[config.mk]
export PLATFORM = sky130hd
export DESIGN_NAME = circular_queue_with_front_swap
export DESIGN_NICKNAME = d
export VERILOG_FILES = /design/src/rtl/cqfs_pkg.sv /design/src/rtl/cqfs_ram.sv /design/src/rtl/cqfs_ctrl.sv /design/src/rtl/circular_queue_with_front_swap.sv
export SDC_FILE = /design/constraint.sdc
export NUM_CORES = 1
export LEC_CHECK = 0
export BUFFER_PORTS_ARGS = -buffer_cell sky130_fd_sc_hd__buf_4
export CAP_MARGIN = 10
export CELL_PAD_IN_SITES_DETAIL_PLACEMENT = 2
export CELL_PAD_IN_SITES_GLOBAL_PLACEMENT = 2
export CORE_MARGIN = 2
export CORE_UTILIZATION = 46
export DETAILED_ROUTE_END_ITERATION = 12
export PLACE_DENSITY = 0.9
export SLEW_MARGIN = 20
export SYNTH_ARGS = -nofsm -noshare
export SYNTH_HDL_FRONTEND = slang
export SYNTH_SLANG_ARGS = --single-unit
[constraint.sdc]
create_clock -name clk -period 13 [get_ports clk]
set_input_delay 0.65 -clock clk [delete_from_list [all_inputs] [get_ports clk]]
set_output_delay 0.65 -clock clk [all_outputs]
set_load 0.02 [all_outputs]
[src/rtl/cqfs_pkg.sv]
`timescale 1ns / 1ps
package cqfs_pkg;

  localparam int DEPTH      = 16;
  localparam int ENTRY_BITS = 24;
  localparam int IDX_W      = $clog2(DEPTH);
  localparam int CNT_W      = $clog2(DEPTH + 1);
  localparam int OP_W       = 3;
  localparam int OFF_W      = 4;

  typedef enum logic [OP_W-1:0] {
    OP_ENQ        = 3'd0,
    OP_DEQ        = 3'd1,
    OP_PEEK_FRONT = 3'd2,
    OP_PEEK_REAR  = 3'd3,
    OP_SWAP       = 3'd4
  } op_t;

  typedef enum logic [1:0] {
    ST_OK    = 2'd0,
    ST_FULL  = 2'd1,
    ST_EMPTY = 2'd2,
    ST_RANGE = 2'd3
  } status_t;

  typedef enum logic [2:0] {
    S_IDLE,
    S_READ,
    S_SWAP_A,
    S_SWAP_B,
    S_SWAP_C
  } state_t;

  typedef struct packed {
    logic [ENTRY_BITS-1:0] data;
    status_t               status;
    logic [CNT_W-1:0]      count;
    logic                  full;
    logic                  empty;
  } res_t;

endpackage

[src/rtl/cqfs_ram.sv]
`timescale 1ns / 1ps
module cqfs_ram #(
  parameter int WIDTH = 24,
  parameter int DEPTH = 16,
  localparam int AW = $clog2(DEPTH)
) (
  input  logic             clk,
  input  logic             en,
  input  logic             we,
  input  logic [AW-1:0]    addr,
  input  logic [WIDTH-1:0] wdata,
  output logic [WIDTH-1:0] rdata
);

  logic [WIDTH-1:0] mem [DEPTH];
  logic [WIDTH-1:0] rdata_r;

  always_ff @(posedge clk) begin
    if (en) begin
      if (we) begin
        mem[addr] <= wdata;
      end else begin
        rdata_r <= mem[addr];
      end
    end
  end

  assign rdata = rdata_r;

endmodule

[src/rtl/cqfs_ctrl.sv]
`timescale 1ns / 1ps
module cqfs_ctrl (
  input  logic                                clk,
  input  logic                                rst_n,
  input  logic                                in_valid,
  output logic                                in_ready,
  input  logic [cqfs_pkg::OP_W-1:0]           op_in,
  input  logic [cqfs_pkg::ENTRY_BITS-1:0]     value_in,
  input  logic [cqfs_pkg::OFF_W-1:0]          offset_in,
  input  logic                                cfg_valid,
  output logic                                cfg_ready,
  input  logic [cqfs_pkg::CNT_W-1:0]          cfg_data,
  input  logic                                out_free,
  output logic                                res_vld,
  output cqfs_pkg::res_t                      res_o,
  output logic                                mem_en,
  output logic                                mem_we,
  output logic [cqfs_pkg::IDX_W-1:0]          mem_addr,
  output logic [cqfs_pkg::ENTRY_BITS-1:0]     mem_wdata,
  input  logic [cqfs_pkg::ENTRY_BITS-1:0]     mem_rdata
);

  cqfs_pkg::state_t                  state_r, state_nxt;
  logic [cqfs_pkg::IDX_W-1:0]        head_r, head_nxt;
  logic [cqfs_pkg::IDX_W-1:0]        tail_r, tail_nxt;
  logic [cqfs_pkg::IDX_W-1:0]        other_r, other_nxt;
  logic [cqfs_pkg::CNT_W-1:0]        occ_r, occ_nxt;
  logic [cqfs_pkg::CNT_W-1:0]        cap_r, cap_nxt;
  logic [cqfs_pkg::ENTRY_BITS-1:0]   hold_r, hold_nxt;
  cqfs_pkg::res_t                    res_r, res_nxt;
  logic [cqfs_pkg::CNT_W-1:0]        sum;
  logic [cqfs_pkg::CNT_W-1:0]        cap_sat;

  function automatic logic [cqfs_pkg::IDX_W-1:0] nidx(
    input logic [cqfs_pkg::IDX_W-1:0] i,
    input logic [cqfs_pkg::CNT_W-1:0] cap
  );
    logic [cqfs_pkg::CNT_W-1:0] s;
    s = cqfs_pkg::CNT_W'(i) + cqfs_pkg::CNT_W'(1);
    return (s >= cap) ? '0 : s[cqfs_pkg::IDX_W-1:0];
  endfunction

  always_ff @(posedge clk) begin
    if (!rst_n) begin
      state_r <= cqfs_pkg::S_IDLE;
      head_r  <= '0;
      tail_r  <= cqfs_pkg::IDX_W'(cqfs_pkg::DEPTH - 1);
      occ_r   <= '0;
      cap_r   <= cqfs_pkg::CNT_W'(cqfs_pkg::DEPTH);
    end else begin
      state_r <= state_nxt;
      head_r  <= head_nxt;
      tail_r  <= tail_nxt;
      occ_r   <= occ_nxt;
      cap_r   <= cap_nxt;
    end
  end

  always_ff @(posedge clk) begin
    other_r <= other_nxt;
    hold_r  <= hold_nxt;
    res_r   <= res_nxt;
  end

  always_comb begin
    state_nxt = state_r;
    head_nxt  = head_r;
    tail_nxt  = tail_r;
    occ_nxt   = occ_r;
    cap_nxt   = cap_r;
    other_nxt = other_r;
    hold_nxt  = hold_r;
    res_nxt   = res_r;
    res_vld   = 1'b0;
    res_o     = res_r;
    mem_en    = 1'b0;
    mem_we    = 1'b0;
    mem_addr  = head_r;
    mem_wdata = value_in;
    in_ready  = (state_r == cqfs_pkg::S_IDLE) && out_free;
    cfg_ready = (state_r == cqfs_pkg::S_IDLE);

    sum = cqfs_pkg::CNT_W'(head_r) + cqfs_pkg::CNT_W'(offset_in);
    if (sum >= cap_r) begin
      sum = sum - cap_r;
    end

    unique case (state_r)
      cqfs_pkg::S_IDLE: begin
        if (in_valid && in_ready) begin
          res_nxt.data   = '0;
          res_nxt.status = cqfs_pkg::ST_OK;
          case (cqfs_pkg::op_t'(op_in))
            cqfs_pkg::OP_ENQ: begin
              if (occ_r >= cap_r) begin
                res_nxt.status = cqfs_pkg::ST_FULL;
              end else begin
                tail_nxt  = nidx(tail_r, cap_r);
                occ_nxt   = occ_r + cqfs_pkg::CNT_W'(1);
                mem_en    = 1'b1;
                mem_we    = 1'b1;
                mem_addr  = tail_nxt;
                mem_wdata = value_in;
              end
            end
            cqfs_pkg::OP_DEQ: begin
              if (occ_r == '0) begin
                res_nxt.status = cqfs_pkg::ST_EMPTY;
              end else begin
                mem_en    = 1'b1;
                mem_addr  = head_r;
                head_nxt  = nidx(head_r, cap_r);
                occ_nxt   = occ_r - cqfs_pkg::CNT_W'(1);
                state_nxt = cqfs_pkg::S_READ;
              end
            end
            cqfs_pkg::OP_PEEK_FRONT: begin
              if (occ_r == '0) begin
                res_nxt.status = cqfs_pkg::ST_EMPTY;
              end else begin
                mem_en    = 1'b1;
                mem_addr  = head_r;
                state_nxt = cqfs_pkg::S_READ;
              end
            end
            cqfs_pkg::OP_PEEK_REAR: begin
              if (occ_r == '0) begin
                res_nxt.status = cqfs_pkg::ST_EMPTY;
              end else begin
                mem_en    = 1'b1;
                mem_addr  = tail_r;
                state_nxt = cqfs_pkg::S_READ;
              end
            end
            cqfs_pkg::OP_SWAP: begin
              if (occ_r == '0) begin
                res_nxt.status = cqfs_pkg::ST_EMPTY;
              end else if (cqfs_pkg::CNT_W'(offset_in) >= occ_r) begin
                res_nxt.status = cqfs_pkg::ST_RANGE;
              end else if (offset_in != '0) begin
                mem_en    = 1'b1;
                mem_addr  = head_r;
                other_nxt = sum[cqfs_pkg::IDX_W-1:0];
                state_nxt = cqfs_pkg::S_SWAP_A;
              end
            end
            default: begin
            end
          endcase
          res_nxt.count = occ_nxt;
          res_nxt.full  = (occ_nxt == cap_r);
          res_nxt.empty = (occ_nxt == '0);
          if (state_nxt == cqfs_pkg::S_IDLE) begin
            res_vld = 1'b1;
            res_o   = res_nxt;
          end
        end
        if (cfg_valid) begin
          cap_sat = cfg_data;
          if (cap_sat == '0) begin
            cap_sat = cqfs_pkg::CNT_W'(1);
          end else if (cap_sat > cqfs_pkg::CNT_W'(cqfs_pkg::DEPTH)) begin
            cap_sat = cqfs_pkg::CNT_W'(cqfs_pkg::DEPTH);
          end
          cap_nxt  = cap_sat;
          head_nxt = '0;
          tail_nxt = cqfs_pkg::IDX_W'(cap_sat - cqfs_pkg::CNT_W'(1));
          occ_nxt  = '0;
        end else begin
          cap_sat = cap_r;
        end
      end
      cqfs_pkg::S_READ: begin
        cap_sat    = cap_r;
        res_vld    = 1'b1;
        res_o      = res_r;
        res_o.data = mem_rdata;
        state_nxt  = cqfs_pkg::S_IDLE;
      end
      cqfs_pkg::S_SWAP_A: begin
        cap_sat   = cap_r;
        hold_nxt  = mem_rdata;
        mem_en    = 1'b1;
        mem_addr  = other_r;
        state_nxt = cqfs_pkg::S_SWAP_B;
      end
      cqfs_pkg::S_SWAP_B: begin
        cap_sat   = cap_r;
        mem_en    = 1'b1;
        mem_we    = 1'b1;
        mem_addr  = head_r;
        mem_wdata = mem_rdata;
        state_nxt = cqfs_pkg::S_SWAP_C;
      end
      cqfs_pkg::S_SWAP_C: begin
        cap_sat   = cap_r;
        mem_en    = 1'b1;
        mem_we    = 1'b1;
        mem_addr  = other_r;
        mem_wdata = hold_r;
        res_vld   = 1'b1;
        res_o     = res_r;
        state_nxt = cqfs_pkg::S_IDLE;
      end
      default: begin
        cap_sat   = cap_r;
        state_nxt = cqfs_pkg::S_IDLE;
      end
    endcase
  end

endmodule

[src/rtl/circular_queue_with_front_swap.sv]
`timescale 1ns / 1ps
// Ring-buffer queue of 24-bit entries with a programmable capacity of 1 to 16.
// Input channel in_*: one operation per transfer; in_tuser carries the
// operation code, in_tdata the value and the swap offset. Result channel
// out_*: exactly one result per operation, in order; out_tuser carries the
// status, out_tdata the data, count and full/empty flags.
// Configuration channel cfg_*: a transfer writes the capacity (0 reads as 1,
// above 16 reads as 16) and empties the queue; it is taken only between
// operations.
// Enqueue, rejected and no-op items give their result from the idle state;
// dequeue and peeks give it from S_READ after the entry read; a swap with
// nonzero offset runs through S_SWAP_A, S_SWAP_B and S_SWAP_C. One item is
// in work at a time. The single-port entry memory allows one read or one
// write per cycle, and a swap takes two reads and two writes.
// A result register sits on the output; while it holds an untaken result
// the next input transfer waits until out_tready takes it.
// Reset (rst_n low, synchronous) leaves the queue empty with capacity 16.
module circular_queue_with_front_swap (
  input  logic        clk,
  input  logic        rst_n,
  input  logic        in_tvalid,
  output logic        in_tready,
  input  logic [31:0] in_tdata,   // item_value[23:0], swap_offset[27:24], zero pad
  input  logic [2:0]  in_tuser,   // operation[2:0]
  output logic        out_tvalid,
  input  logic        out_tready,
  output logic [31:0] out_tdata,  // data_out[23:0], entry_count[28:24], is_full[29],
                                  // is_empty[30], zero pad
  output logic [1:0]  out_tuser,  // status[1:0]
  input  logic        cfg_valid,
  output logic        cfg_ready,
  input  logic [4:0]  cfg_data
);

  logic                               out_valid_r;
  cqfs_pkg::res_t                     out_res_r;
  logic                               out_free;
  logic                               res_vld;
  cqfs_pkg::res_t                     res;
  logic                               mem_en;
  logic                               mem_we;
  logic [cqfs_pkg::IDX_W-1:0]         mem_addr;
  logic [cqfs_pkg::ENTRY_BITS-1:0]    mem_wdata;
  logic [cqfs_pkg::ENTRY_BITS-1:0]    mem_rdata;

  assign out_free = !out_valid_r || out_tready;

  cqfs_ctrl u_ctrl (
    .clk       (clk),
    .rst_n     (rst_n),
    .in_valid  (in_tvalid),
    .in_ready  (in_tready),
    .op_in     (in_tuser),
    .value_in  (in_tdata[23:0]),
    .offset_in (in_tdata[27:24]),
    .cfg_valid (cfg_valid),
    .cfg_ready (cfg_ready),
    .cfg_data  (cfg_data),
    .out_free  (out_free),
    .res_vld   (res_vld),
    .res_o     (res),
    .mem_en    (mem_en),
    .mem_we    (mem_we),
    .mem_addr  (mem_addr),
    .mem_wdata (mem_wdata),
    .mem_rdata (mem_rdata)
  );

  cqfs_ram #(
    .WIDTH (cqfs_pkg::ENTRY_BITS),
    .DEPTH (cqfs_pkg::DEPTH)
  ) u_ram (
    .clk   (clk),
    .en    (mem_en),
    .we    (mem_we),
    .addr  (mem_addr),
    .wdata (mem_wdata),
    .rdata (mem_rdata)
  );

  always_ff @(posedge clk) begin
    if (!rst_n) begin
      out_valid_r <= 1'b0;
    end else if (res_vld) begin
      out_valid_r <= 1'b1;
    end else if (out_tready) begin
      out_valid_r <= 1'b0;
    end
  end

  always_ff @(posedge clk) begin
    if (res_vld) begin
      out_res_r <= res;
    end
  end

  assign out_tvalid = out_valid_r;
  assign out_tdata  = {1'b0, out_res_r.empty, out_res_r.full, out_res_r.count,
                       out_res_r.data};
  assign out_tuser  = out_res_r.status;

endmodule
==> flow_metrics.tcl <==
set metrics [dict create \
    status "completed" \
    place_area_sq_mm 0.02292 \
    setup_viol 0 \
    synth.most_common_cell "edfxtp_1" \
    clkTransAtPathRegs_ns 0.06 \
    portBuffers 76 \
    clockBufferDepth 3 \
    syn-num-nets 1516 \
    ctsHtreeMaxLevel 2 \
    cp.required_ns 13.24 \
    layout.nets 1591 \
    async_reset_ff_share_pct 0 \
    grt_max_degree 168 \
    drive_gt1_share_pct 20.96 \
    rows 79 \
    synth_largest_area_cell "edfxtp_1" \
    synth-main-ff-cell "edfxtp_1" \
    seq_area_frac_synth_pct 68.37 \
    r2r_end "u_ram.mem[11][9]" \
    place_hpwl_mm 44.20 \
    grt_pass1_vias 15970 \
    numCtsBuffers 52 \
    end_kind "flop" \
    pre_cts_slack_ns 7.540 \
    powerDensity_mw_per_mm2 143.1 \
    wire_per_inst_um 36.68 \
    synth_common_cells "edfxtp_1 (478), mux2_2 (96), o221ai_1 (73)" \
    slew_headroom_pct 22.07 \
    p_leak_nw 8.333 \
    ys_ff_latch 500 \
    grt_first_pass_wirelength_mm 115.7 \
    antenna_found_initial 0 \
    synth.distinct_cells 70 \
    pin_count 82 \
    grt.overflow.total 0 \
    cts.sinks 500 \
    routed_wl_mm 79.31 \
    drv_cap 0 \
    finalPower_mw 3.535 \
    fin_ws_ns 6.918 \
    cts-root-buf "clkbuf_16" \
    r2r_cells 13 \
    diodes 0 \
    antenna_left 0 \
    yosys_warnings 0 \
    vias 14450 \
    synthTopCellsByArea "edfxtp_1 (66%), mux2_2 (5.0%), o221ai_1 (3.0%)" \
    place_congestion 0.8525 \
    viasPerCell 6.682 \
    crit_type "flop to flop" \
    clock.fmax_mhz 164.4 \
    fin_crit_ns 6.082 \
    peakVddDrop_uv 88.72 \
    cp-start-kind "flop" \
    die-area_sq_mm 0.04879 \
    cts_tree "yes" \
    synth-edff-count 478 \
    synthesis.area_sq_mm 0.02164 \
    r2r_slack_ns 6.92 \
    post_cts_buffers 0 \
    clk_latency_ns 0.60 \
    syn_avg_cell_area_sq_um 15.07 \
    hold_viol 0 \
    synthToLayoutAreaGrowth_pct 14.19 \
    arrival_ns 6.32 \
    synth_top_area_share_pct 66.34 \
    r2r_start "u_ctrl.tail_r[0]" \
    core_area_sq_mm 0.04646 \
    hold_buffers 0 \
    tightest_slew_ns 1.169 \
    drc 0 \
    grt_use_total_pct 32.30 \
    skew_ns 0.02473 \
    post-route-period-util_pct 46.79 \
    netlist_instances 1436 \
    start_util_pct 46.57 \
    rsz0062_at_grt "no" \
    cts_resized 0 \
    crit_fanout 21 \
    final_area_sq_mm 0.02471 \
    crit_start "u_ctrl.tail_r[0]" \
    hp-class "primary input to flop" \
    drt_iter0_drc 1658 \
    worstHoldStart "rst_n" \
    hold_path_end "u_ctrl.cap_r[4]" \
    hold-path-cell-count 2 \
    drv_slew 0 \
    first_pass_iters 5 \
    utilization_pct 53.18 \
    tns_ns 0 \
    dieHeight_um 220.9 \
    die_width_um 220.9 \
]
==> cells in the final DEF (no fill, tap or decap), drive strengths merged, types with 3 or more instances in the layout <==
master,n
a22oi,34
nand2b,10
and2,50
nor2b,6
a211oi,4
o221ai,73
edfxtp,478
nand3b,3
nor2,54
nand2,70
a21o,63
xor2,5
or3,4
or4,3
buf,110
a31o,3
inv,47
clkbuf,65
a21oi,21
nand3,12
mux2i,52
clkinv,26
a31oi,5
o2111ai,50
and3,27
o21ai,20
mux2,109
or2,3
o21a,6
dfxtp,22
ha,33
nor3,11
bufinv,7
xnor2,10
o22ai,3
o211ai,30
==> critical path, cell delays in order, from the launching register on <==
cell and delay, ns:
dfxtp_1 0.47, ha_1 0.37, xor2_1 0.20, ha_1 0.28, a211oi_1 0.29, o21ai_0 0.26
a21oi_1 0.52, a32oi_1 0.34, o22a_1 0.34, nor2_1 0.36, nand2_1 0.42, buf_4 0.42
nor2_2 0.91, buf_4 0.53
==> power breakdown <==
part / internal (mW) / total [mW] / switching [mW] / leakage [nW]
clock network: 0.920 / 1.60 / 0.675 / 0.883
logic: 0.0486 / 0.155 / 0.107 / 2.93
registers: 1.78 / 1.78 / 0.00903 / 4.52
total: 2.74 / 3.53 / 0.790 / 8.33
==> through the flow <==
stage	hold WS (ns)	cells
finish	0.3094	2162
CTS	0.2808	2162
detailed placement	0.4636	2064
global placement	0.4599	2064
floorplan	0.4426	1436
global route	0.3075	2162
==> how the worst max path moves through the flow <==
stage	slack, ns	endpoint	cells past startpoint
2_1_floorplan	8.81	u_ram.mem[11][0]	12
5_1_grt	6.90	u_ram.mem[11][9]	13
6_report	6.92	u_ram.mem[11][9]	13
3_3_place_gp	7.94	u_ram.mem[11][1]	12
3_5_place_dp	7.54	u_ram.mem[8][13]	13
4_1_cts	7.09	u_ram.mem[11][9]	13
==> registers in the layout, summed over array words and instances, names as in the netlist, 5 cells and up <==
register / flops
u_ram.mem: 384
out_tdata: 31
u_ctrl.hold_r: 24
u_ram.rdata: 24
u_ctrl.res_r: 9
u_ctrl.cap_r: 5
u_ctrl.occ_r: 5
==> per-layer routing <==
layer	wire length, um	track usage (%)	vias to the layer above	part of all wire [%]
met5	0	0	-	0
met4	3753	14.83	0	4.7
met3	5129	5.245	230	6.5
met2	39530	54.88	751	50
met1	30890	40.68	7625	39
li1	-	-	5840	-
==> logic make-up after synthesis <==
logic type / after synthesis / synth area share [%]
XOR/XNOR: 15 / 0.6072
AND/OR/NAND/NOR: 259 / 6.153
adder cells (fa/ha/maj): 37 / 2.186
other: 1 / 0.01733
flip-flops: 500 / 68.37
AO/OA/AOI/OAI: 327 / 11.90
buffers and inverters: 136 / 2.689
multiplexers: 161 / 8.078
==> area by class of cell <==
| cell class | count | area, sq um |
|---|---|---|
| sequential | 500 | 14790 |
| clock buffer | 65 | 1433 |
| clock inverter | 33 | 342.8 |
| timing repair buffer | 110 | 838.3 |
| fill | 4122 | 21750 |
| tap | 607 | 759.5 |
| inverter | 47 | 176.4 |
| multi-input combinational | 800 | 6364 |
Note: power is estimated with default switching activity, not from simulation.
